## src/pulse_channel_duty_sweep_defines.svh

```systemverilog
// Assertion macros shared by the pulse channel RTL.
// Relies on a clock named clk and an active-low reset named rst_n in the using module.
`ifndef PULSE_CHANNEL_DUTY_SWEEP_DEFINES_SVH
`define PULSE_CHANNEL_DUTY_SWEEP_DEFINES_SVH

`ifndef ASSERT_OFF

// Same-cycle implication, checked at every rising clock edge outside reset.
`define PCDS_ASSERT_IMP(lbl, ante, cons) \
  lbl: assert property (@(posedge clk) disable iff (!rst_n) (ante) |-> (cons)) \
    else $error("pulse channel assertion failed");

// Next-cycle implication.
`define PCDS_ASSERT_NXT(lbl, ante, cons) \
  lbl: assert property (@(posedge clk) disable iff (!rst_n) (ante) |=> (cons)) \
    else $error("pulse channel assertion failed");

`else

`define PCDS_ASSERT_IMP(lbl, ante, cons)
`define PCDS_ASSERT_NXT(lbl, ante, cons)

`endif

`endif

```

## src/pcds_pkg.sv

```systemverilog
// Package for the pulse channel: action codes, beat structs, duty patterns.
// No dependencies; used by pcds_core and pulse_channel_duty_sweep.
package pcds_pkg;

  localparam int unsigned PERIOD_W = 11;
  localparam int unsigned TIMER_W  = 13;
  localparam int unsigned LEVEL_W  = 4;

  localparam logic [PERIOD_W-1:0] MIN_PERIOD = 11'h008;

  // Configuration register byte addresses.
  localparam logic [2:0] ADDR_NEGATE_MODE = 3'd0;

  typedef enum logic [2:0] {
    ACT_TICK      = 3'd0,
    ACT_SWEEP_CLK = 3'd1,
    ACT_DUTY_WR   = 3'd2,
    ACT_SWEEP_WR  = 3'd3,
    ACT_PERIOD_LO = 3'd4,
    ACT_PERIOD_HI = 3'd5
  } action_t;

  typedef struct packed {
    logic [2:0]         action;
    logic [7:0]         data;
    logic [LEVEL_W-1:0] envelope_level;
    logic               length_active;
  } item_t;

  typedef struct packed {
    logic [LEVEL_W-1:0]  sample;
    logic                sample_update;
    logic [PERIOD_W-1:0] period_now;
  } result_t;

  // The four 8-step duty patterns, step 0 first.
  function automatic logic duty_bit(input logic [1:0] sel, input logic [2:0] step);
    logic [7:0] pat;
    case (sel)
      2'd0:    pat = 8'b0000_0010;
      2'd1:    pat = 8'b0000_0110;
      2'd2:    pat = 8'b0001_1110;
      2'd3:    pat = 8'b1111_1001;
      default: pat = 8'b0000_0000;
    endcase
    return pat[step];
  endfunction

endpackage

```

## src/pcds_core.sv

```systemverilog
// Channel state and the combinational update for one beat: timer, duty sequencer, sweep.
// Depends on pcds_pkg and pulse_channel_duty_sweep_defines.svh.
`include "pulse_channel_duty_sweep_defines.svh"

module pcds_core
  import pcds_pkg::*;
(
  input  logic    clk,
  input  logic    rst_n,
  input  logic    step_en,
  input  item_t   item,
  input  logic    negate_mode,
  output result_t result
);

  logic [1:0]          duty_select_r, duty_select_nxt;
  logic [2:0]          duty_step_r, duty_step_nxt;
  logic [PERIOD_W-1:0] period_r, period_nxt;
  logic [TIMER_W-1:0]  timer_count_r, timer_count_nxt;
  logic                sweep_enabled_r, sweep_enabled_nxt;
  logic [2:0]          sweep_div_period_r, sweep_div_period_nxt;
  logic                sweep_negate_r, sweep_negate_nxt;
  logic [2:0]          sweep_shift_r, sweep_shift_nxt;
  logic [7:0]          sweep_divider_r, sweep_divider_nxt;
  logic                reload_pending_r, reload_pending_nxt;
  logic [LEVEL_W-1:0]  held_sample_r, held_sample_nxt;

  logic [PERIOD_W-1:0] delta;
  logic [PERIOD_W:0]   target;
  logic                period_ok;
  logic [PERIOD_W-1:0] swept_period;
  logic [7:0]          div_dec;
  logic [7:0]          div_reload;
  logic                updated;

  // The sweep target is checked for a carry out of the period only when
  // negating is off; a negated sweep can never overflow.
  assign delta      = period_r >> sweep_shift_r;
  assign target     = {1'b0, period_r} + {1'b0, delta};
  assign period_ok  = (period_r >= MIN_PERIOD) && (sweep_negate_r || !target[PERIOD_W]);
  assign div_dec    = sweep_divider_r - 8'd1;
  assign div_reload = {5'd0, sweep_div_period_r} + 8'd1;

  always_comb begin
    if (sweep_negate_r) begin
      swept_period = period_r - delta - {{(PERIOD_W-1){1'b0}}, ~negate_mode};
    end else begin
      swept_period = target[PERIOD_W-1:0];
    end
  end

  always_comb begin
    duty_select_nxt      = duty_select_r;
    duty_step_nxt        = duty_step_r;
    period_nxt           = period_r;
    timer_count_nxt      = timer_count_r;
    sweep_enabled_nxt    = sweep_enabled_r;
    sweep_div_period_nxt = sweep_div_period_r;
    sweep_negate_nxt     = sweep_negate_r;
    sweep_shift_nxt      = sweep_shift_r;
    sweep_divider_nxt    = sweep_divider_r;
    reload_pending_nxt   = reload_pending_r;
    held_sample_nxt      = held_sample_r;
    updated              = 1'b0;
    case (action_t'(item.action))
      ACT_TICK: begin
        if (timer_count_r <= TIMER_W'(1)) begin
          timer_count_nxt = {({1'b0, period_r} + 12'd1), 1'b0};
          duty_step_nxt   = duty_step_r + 3'd1;
          if (item.length_active && period_ok &&
              duty_bit(duty_select_r, duty_step_nxt)) begin
            held_sample_nxt = item.envelope_level;
          end else begin
            held_sample_nxt = '0;
          end
          updated = 1'b1;
        end else begin
          timer_count_nxt = timer_count_r - TIMER_W'(1);
        end
      end
      ACT_SWEEP_CLK: begin
        sweep_divider_nxt = div_dec;
        if (div_dec == 8'd0) begin
          sweep_divider_nxt = div_reload;
          if (sweep_enabled_r && (sweep_shift_r != 3'd0) && period_ok) begin
            period_nxt = swept_period;
          end
        end
        if (reload_pending_r) begin
          reload_pending_nxt = 1'b0;
          sweep_divider_nxt  = div_reload;
        end
      end
      ACT_DUTY_WR: begin
        duty_select_nxt = item.data[7:6];
      end
      ACT_SWEEP_WR: begin
        sweep_enabled_nxt    = item.data[7];
        sweep_div_period_nxt = item.data[6:4];
        sweep_negate_nxt     = item.data[3];
        sweep_shift_nxt      = item.data[2:0];
        reload_pending_nxt   = 1'b1;
      end
      ACT_PERIOD_LO: begin
        period_nxt = {period_r[PERIOD_W-1:8], item.data};
      end
      ACT_PERIOD_HI: begin
        period_nxt    = {item.data[2:0], period_r[7:0]};
        duty_step_nxt = 3'd0;
      end
      default: begin
      end
    endcase
  end

  always_ff @(posedge clk) begin
    if (!rst_n) begin
      duty_select_r      <= '0;
      duty_step_r        <= '0;
      period_r           <= '0;
      timer_count_r      <= TIMER_W'(1);
      sweep_enabled_r    <= 1'b0;
      sweep_div_period_r <= '0;
      sweep_negate_r     <= 1'b0;
      sweep_shift_r      <= '0;
      sweep_divider_r    <= '0;
      reload_pending_r   <= 1'b0;
      held_sample_r      <= '0;
    end else if (step_en) begin
      duty_select_r      <= duty_select_nxt;
      duty_step_r        <= duty_step_nxt;
      period_r           <= period_nxt;
      timer_count_r      <= timer_count_nxt;
      sweep_enabled_r    <= sweep_enabled_nxt;
      sweep_div_period_r <= sweep_div_period_nxt;
      sweep_negate_r     <= sweep_negate_nxt;
      sweep_shift_r      <= sweep_shift_nxt;
      sweep_divider_r    <= sweep_divider_nxt;
      reload_pending_r   <= reload_pending_nxt;
      held_sample_r      <= held_sample_nxt;
    end
  end

  assign result.sample        = held_sample_nxt;
  assign result.sample_update = updated;
  assign result.period_now    = period_nxt;

  // A timer reload is always an even, nonzero count.
  `PCDS_ASSERT_NXT(a_timer_reload_even,
    step_en && (item.action == ACT_TICK) && (timer_count_r <= TIMER_W'(1)),
    (timer_count_r[0] == 1'b0) && (timer_count_r != '0))
  // A sweep register write always leaves a divider reload pending.
  `PCDS_ASSERT_NXT(a_sweep_wr_pending,
    step_en && (item.action == ACT_SWEEP_WR), reload_pending_r)
  // The held sample only changes on a timer expiry.
  `PCDS_ASSERT_NXT(a_sample_only_on_expiry,
    step_en && !updated, held_sample_r == $past(held_sample_r))

endmodule

```

## src/pulse_channel_duty_sweep.sv

```systemverilog
// Top level of the pulse channel: input beat register, result register, APB register.
// Depends on pcds_pkg, pcds_core and pulse_channel_duty_sweep_defines.svh.
//
// Usage: each input beat carries an action (timer tick, sweep clock, or a
// write of the duty, sweep, period-low or period-high register byte), the data
// byte, the envelope level and the length-active flag. Every input beat gives
// exactly one result beat with the held sample, a flag telling whether the
// timer expired and the sample was recomputed, and the period after the beat.
// A beat accepted at a rising edge is captured in the input register and is
// processed once the result register is empty or being drained; its result is
// then captured in the result register, which drives out_valid. One beat is taken
// every cycle as long as the receiver keeps out_ready high; the combinational
// update of the channel state sets that rate. When the receiver stalls, the
// result register holds its beat, the input register fills, and in_ready
// drops until the result is taken; no beat is lost or repeated.
// Reset (rst_n low at a rising edge) empties both registers, clears the channel
// state with the timer count at one, and sets negate_mode to zero. negate_mode
// is the only configuration register, at byte address 0 of the APB port; it
// selects the subtract-plus-one form of the negated sweep when zero.
`include "pulse_channel_duty_sweep_defines.svh"

module pulse_channel_duty_sweep
  import pcds_pkg::*;
(
  input  logic                clk,
  input  logic                rst_n,
  // Input channel.
  input  logic                in_valid,
  output logic                in_ready,
  input  logic [2:0]          in_action,
  input  logic [7:0]          in_data,
  input  logic [LEVEL_W-1:0]  in_envelope_level,
  input  logic                in_length_active,
  // Result channel.
  output logic                out_valid,
  input  logic                out_ready,
  output logic [LEVEL_W-1:0]  out_sample,
  output logic                out_sample_update,
  output logic [PERIOD_W-1:0] out_period_now,
  // Configuration port.
  input  logic                cfg_psel,
  input  logic                cfg_penable,
  input  logic                cfg_pwrite,
  input  logic [2:0]          cfg_paddr,
  input  logic [31:0]         cfg_pwdata,
  output logic [31:0]         cfg_prdata,
  output logic                cfg_pready
);

  logic    s1_valid_r;
  item_t   s1_item_r;
  logic    out_valid_r;
  result_t out_result_r;
  result_t core_result;
  logic    negate_mode_r;
  logic    advance;
  logic    step_en;
  logic    cfg_wr;
  logic    cfg_hit;

  // The pipeline moves whenever the result register is empty or being drained.
  assign advance  = !out_valid_r || out_ready;
  assign in_ready = !s1_valid_r || advance;
  assign step_en  = s1_valid_r && advance;

  always_ff @(posedge clk) begin
    if (!rst_n) begin
      s1_valid_r <= 1'b0;
    end else if (in_ready) begin
      s1_valid_r <= in_valid;
    end
  end

  always_ff @(posedge clk) begin
    if (in_valid && in_ready) begin
      s1_item_r <= '{action: in_action, data: in_data,
                     envelope_level: in_envelope_level, length_active: in_length_active};
    end
  end

  pcds_core u_core (
    .clk         (clk),
    .rst_n       (rst_n),
    .step_en     (step_en),
    .item        (s1_item_r),
    .negate_mode (negate_mode_r),
    .result      (core_result)
  );

  always_ff @(posedge clk) begin
    if (!rst_n) begin
      out_valid_r <= 1'b0;
    end else if (advance) begin
      out_valid_r <= s1_valid_r;
    end
  end

  always_ff @(posedge clk) begin
    if (step_en) begin
      out_result_r <= core_result;
    end
  end

  assign out_valid         = out_valid_r;
  assign out_sample        = out_result_r.sample;
  assign out_sample_update = out_result_r.sample_update;
  assign out_period_now    = out_result_r.period_now;

  // APB register file: one word, always ready, no wait states.
  assign cfg_pready = 1'b1;
  assign cfg_hit    = (cfg_paddr[2] == ADDR_NEGATE_MODE[2]);
  assign cfg_wr     = cfg_psel && cfg_penable && cfg_pwrite && cfg_pready;
  assign cfg_prdata = cfg_hit ? {31'd0, negate_mode_r} : 32'd0;

  always_ff @(posedge clk) begin
    if (!rst_n) begin
      negate_mode_r <= 1'b0;
    end else if (cfg_wr && cfg_hit) begin
      negate_mode_r <= cfg_pwdata[0];
    end
  end

  // A beat processed by the core always lands in the result register.
  `PCDS_ASSERT_NXT(a_step_fills_output, step_en, out_valid_r)
  // A nonzero recomputed sample means the period was at least the minimum.
  `PCDS_ASSERT_IMP(a_sample_needs_period,
    out_valid_r && out_result_r.sample_update && (out_result_r.sample != '0),
    out_result_r.period_now >= MIN_PERIOD)
  // A stalled result keeps the input register from being overwritten.
  `PCDS_ASSERT_NXT(a_stall_holds_stage,
    s1_valid_r && out_valid_r && !out_ready, s1_valid_r && $stable(s1_item_r))

endmodule
```

## config.mk

```make
export PLATFORM = sky130hd
export DESIGN_NAME = pulse_channel_duty_sweep
export DESIGN_NICKNAME = d
export VERILOG_FILES = /design/src/pcds_pkg.sv /design/src/pcds_core.sv /design/src/pulse_channel_duty_sweep.sv
export VERILOG_INCLUDE_DIRS = /design/src /design/src/src
export SDC_FILE = /design/constraint.sdc
export NUM_CORES = 1
export LEC_CHECK = 0
export BUFFER_PORTS_ARGS = -buffer_cell sky130_fd_sc_hd__buf_4
export CELL_PAD_IN_SITES_DETAIL_PLACEMENT = 2
export CELL_PAD_IN_SITES_GLOBAL_PLACEMENT = 2
export CORE_UTILIZATION = 31
export DETAILED_ROUTE_END_ITERATION = 10
export PLACE_DENSITY_LB_ADDON = 0.1
export REMOVE_ABC_BUFFERS = 1
export SYNTH_ARGS = -nofsm -noshare
export SYNTH_HDL_FRONTEND = slang
export SYNTH_SLANG_ARGS = --single-unit
```

## constraint.sdc

```tcl
create_clock -name clk -period 3.5 [get_ports clk]
set_input_delay 0.175 -clock clk [delete_from_list [all_inputs] [get_ports clk]]
set_output_delay 0.175 -clock clk [all_outputs]
set_load 0.1 [all_outputs]
```

==> run summary <==
CTS tree - done
commonest non-fill, non-tap cell in the layout - buf_4
DRC - 0
clk_lat worst skew - 350 ps
Setup CP Type - flop to flop
Final WS setup - 44.8 ps
Ports - 109
static leakage - 3.60 nW
TritonCTS Buffers - 9
Worst R2R End - out_period_now[10]$_DFFE_PP_
vias in the first global route - 6937
hold slack - 77.5 ps
startpoint types - flop
first-pass GRT wire length - 38400 microns
Max-Cap Viols - 0
Slew headroom - 48.1%
post-synthesis sequential element count - 85
GRT Total Usage - 23.2%
H-tree Lvls - 3
antenna fix cells - 0
DR vias/cell - 5.31
status - completed
Max Freq - 289 MHz
worst r2r path cells - 16
register cell area after layout - 0.00203 sq mm
Via Count - 6315
placed insts - 1142
multi-input logic area - 0.00444 sq mm
crit path capture type - flop
Post-Synthesis Cells - 772
DIE HEIGHT - 146 microns
core area - 0.0203 sq mm
largest net degree at the start of global routing - 59
Routed WL - 24700 microns
fin crit period - 3460 ps
nets@finish - 1014
max incr delay on CP - 410 ps
register area share after synthesis - 31.5%
share of layout cells above drive strength 1 - 30.3%
CP required - 3590 ps
hpwl dp - 18500 microns
Mapped Area - 0.00643 sq mm
Post-synth EDFFs - 32
Worst path slowest cell - dfxtp_4
I/O Buffers - 43
Synth warnings - 0
initial antenna violation count - 1
WHS Endpoint - negate_mode_r$_SDFFE_PN0P_
Least-Margin Pin Slew - 778 ps
Initial Util - 31.7%
post-route ant nets - 0
GP Congestion - 0.865
top post-synthesis cells by area - dfxtp_1 (17%), edfxtp_1 (15%), ha_1 (7.6%), nor2_1 (3.9%), buf_4 (3.7%)
area grow syn2layout - 35.6%
FILL cells - 2248
Clock Path Buffers - 2
final-report setup violation count - 0
grt total ovfl - 0
Hold Path Cell Cnt - 3
most frequent cells in the layout - buf_4 (154), nor2_1 (63), nand2_1 (55)
Clock Sinks - 85
pre-CTS setup slack - -520 ps
routed length per instance - 20.8 microns
crit-path max FO - 6
Final period util - 98.7%
ys async rst share - 0%
1st-iter DRT viols - 247
Hold Path Origin - cfg_pwdata[0]
PwrDens - 360 mW/mm^2
crit path DAT - 3550 ps
row cnt - 52
Die W - 146 microns
Hold Path Class - input pin to flop
Synth area leader - dfxtp_1
worst r2r src - u_core.sweep_shift_r[1]$_SDFFE_PN0P_
drt pass-1 iters - 4
ys flop type - dfxtp_1
Overall Power - 3.14 mW
root buf cell - clkbuf_16
RSZ-0062 raised after global routing - yes
non-filler cells, final - 1189
post-synth cell types - 78
Final Max Slew Viols - 0
Final Skew - 13.9 ps
R2R Setup Slk - 40 ps
Max IR drop VDD - 0.232 mV
Final Hold Fails - 0
clock slew at reported path FFs - 70 ps
Die ar. - 0.0213 sq mm
Post-Syn Area per Cell - 8.32 sq um
Cell Chain, Critical Path - buf_8 > mux2i_2 > nand2_1 > nand2_2 > a21oi_2 > ha_1 > inv_2 > ha_4 > or2_4 > o311a_4 > a221oi_4 > xnor2_2 > a22oi_2 > buf_4 > mux2i_4 > a211oi_2
share of the synthesized area in the top cell type - 16.5%
[registers in the layout, summed over array words and instances (netlist names), 2 cells and up]
signal	flops
u_core.sweep_shift_r	3
out_sample	4
u_core.sweep_divider_r	8
u_core.timer_count_r	13
u_core.held_sample_r	4
u_core.duty_step_r	3
s1_item_r	16
u_core.period_r	11
out_period_now	11
u_core.duty_select_r	2
u_core.sweep_div_period_r	3
[report_power, final]
part / internal, mW / switching, mW
Clock: 0.699 / 0.426
Combinational: 0.336 / 0.582
Sequential: 1.06 / 0.0347
[cell families after synthesis]
kind of cell / after synthesis / share of synthesized area (%)
AOI/OAI and AO/OA: 202 / 21.6
xor gates and xnor gates: 22 / 3.00
adders and majority gates: 42 / 8.53
buffers and inverters: 123 / 9.31
DFF: 85 / 31.5
muxes: 26 / 4.36
other: 2 / 0.117
and+or+nand+nor: 270 / 21.6
[synthesized netlist by cell type (9+ instances only)]
| library cell | n |
|---|---|
| nand2_1 | 59 |
| inv_1 | 49 |
| a31oi_1 | 9 |
| a22oi_1 | 9 |
| nor2_1 | 66 |
| mux2i_1 | 22 |
| o21ai_0 | 44 |
| edfxtp_1 | 32 |
| and2_1 | 11 |
| nand4_1 | 9 |
| buf_4 | 32 |
| nor2b_1 | 27 |
| nor3_1 | 26 |
| xnor2_1 | 18 |
| nand3_1 | 15 |
| a21oi_1 | 42 |
| ha_1 | 39 |
| a21boi_0 | 9 |
| clkbuf_1 | 35 |
| nand2b_1 | 10 |
| dfxtp_1 | 53 |
| nor4_1 | 9 |
[routing by layer]
layer / vias to the layer above / wire, microns / GRT usage (%)
met5: - / 8 / 0
li1: 2987 / - / -
met1: 3191 / 10700 / 27.6
met2: 107 / 12700 / 42.3
met4: 2 / 550 / 7.81
met3: 28 / 722 / 3.57
[critical path, delay by kind of cell (launching register included)]
family | cells | cell delay [ps]
buffers and inverters | 3 | 360
AO/OA/AOI/OAI | 5 | 870
AND/OR/NAND/NOR | 3 | 480
adder cells (fa/ha/maj) | 2 | 500
flip-flops | 1 | 410
XOR/XNOR | 1 | 90
multiplexers | 2 | 480
[metrics by stage]
step	cell area [sq um]	setup TNS, ps	utilization [%]
floorplan	6120	-60.9	-
finish	8720	0	42.9
global route	8720	-550	42.9
CTS	8390	-9.84	41.3
global placement	7540	-3570	37.2
detailed placement	7540	-8380	37.2
[cell type report]
| class | instances | share of cell area, % |
|---|---|---|
| Multi-Input combinational cell | 594 | 51.0 |
| Sequential cell | 85 | 23.3 |
| Timing Repair Buffer | 175 | 15.8 |
| Tap cell | 270 | 3.88 |
| Clock buffer | 10 | 2.63 |
| Inverter | 49 | 2.11 |
| Clock inverter | 6 | 1.28 |
[how the worst max path moves through the flow]
stage / slack (ps) / end / startpoint
2_1_floorplan: -60 / out_period_now[10]$_DFFE_PP_ / u_core.sweep_shift_r[1]$_SDFFE_PN0P_
3_3_place_gp: -310 / out_period_now[4]$_DFFE_PP_ / u_core.sweep_shift_r[0]$_SDFFE_PN0P_
3_5_place_dp: -520 / out_period_now[4]$_DFFE_PP_ / u_core.sweep_shift_r[1]$_SDFFE_PN0P_
4_1_cts: -10 / out_period_now[10]$_DFFE_PP_ / u_core.sweep_shift_r[1]$_SDFFE_PN0P_
5_1_grt: -110 / u_core.period_r[4]$_SDFFE_PN0P_ / u_core.sweep_shift_r[1]$_SDFFE_PN0P_
6_report: 40 / out_period_now[10]$_DFFE_PP_ / u_core.sweep_shift_r[1]$_SDFFE_PN0P_
[repair_timing]
action                                 in CTS  in global routing
setup buffers                               8                  8
pin swaps                                  16                 28
gates resized for setup                    65                 55
endpoints found under the hold margin      16                  0
hold buffers                               16                  0
setup endpoints to repair                  30                 23
No activity file was read; power rests on OpenSTA's default activity.
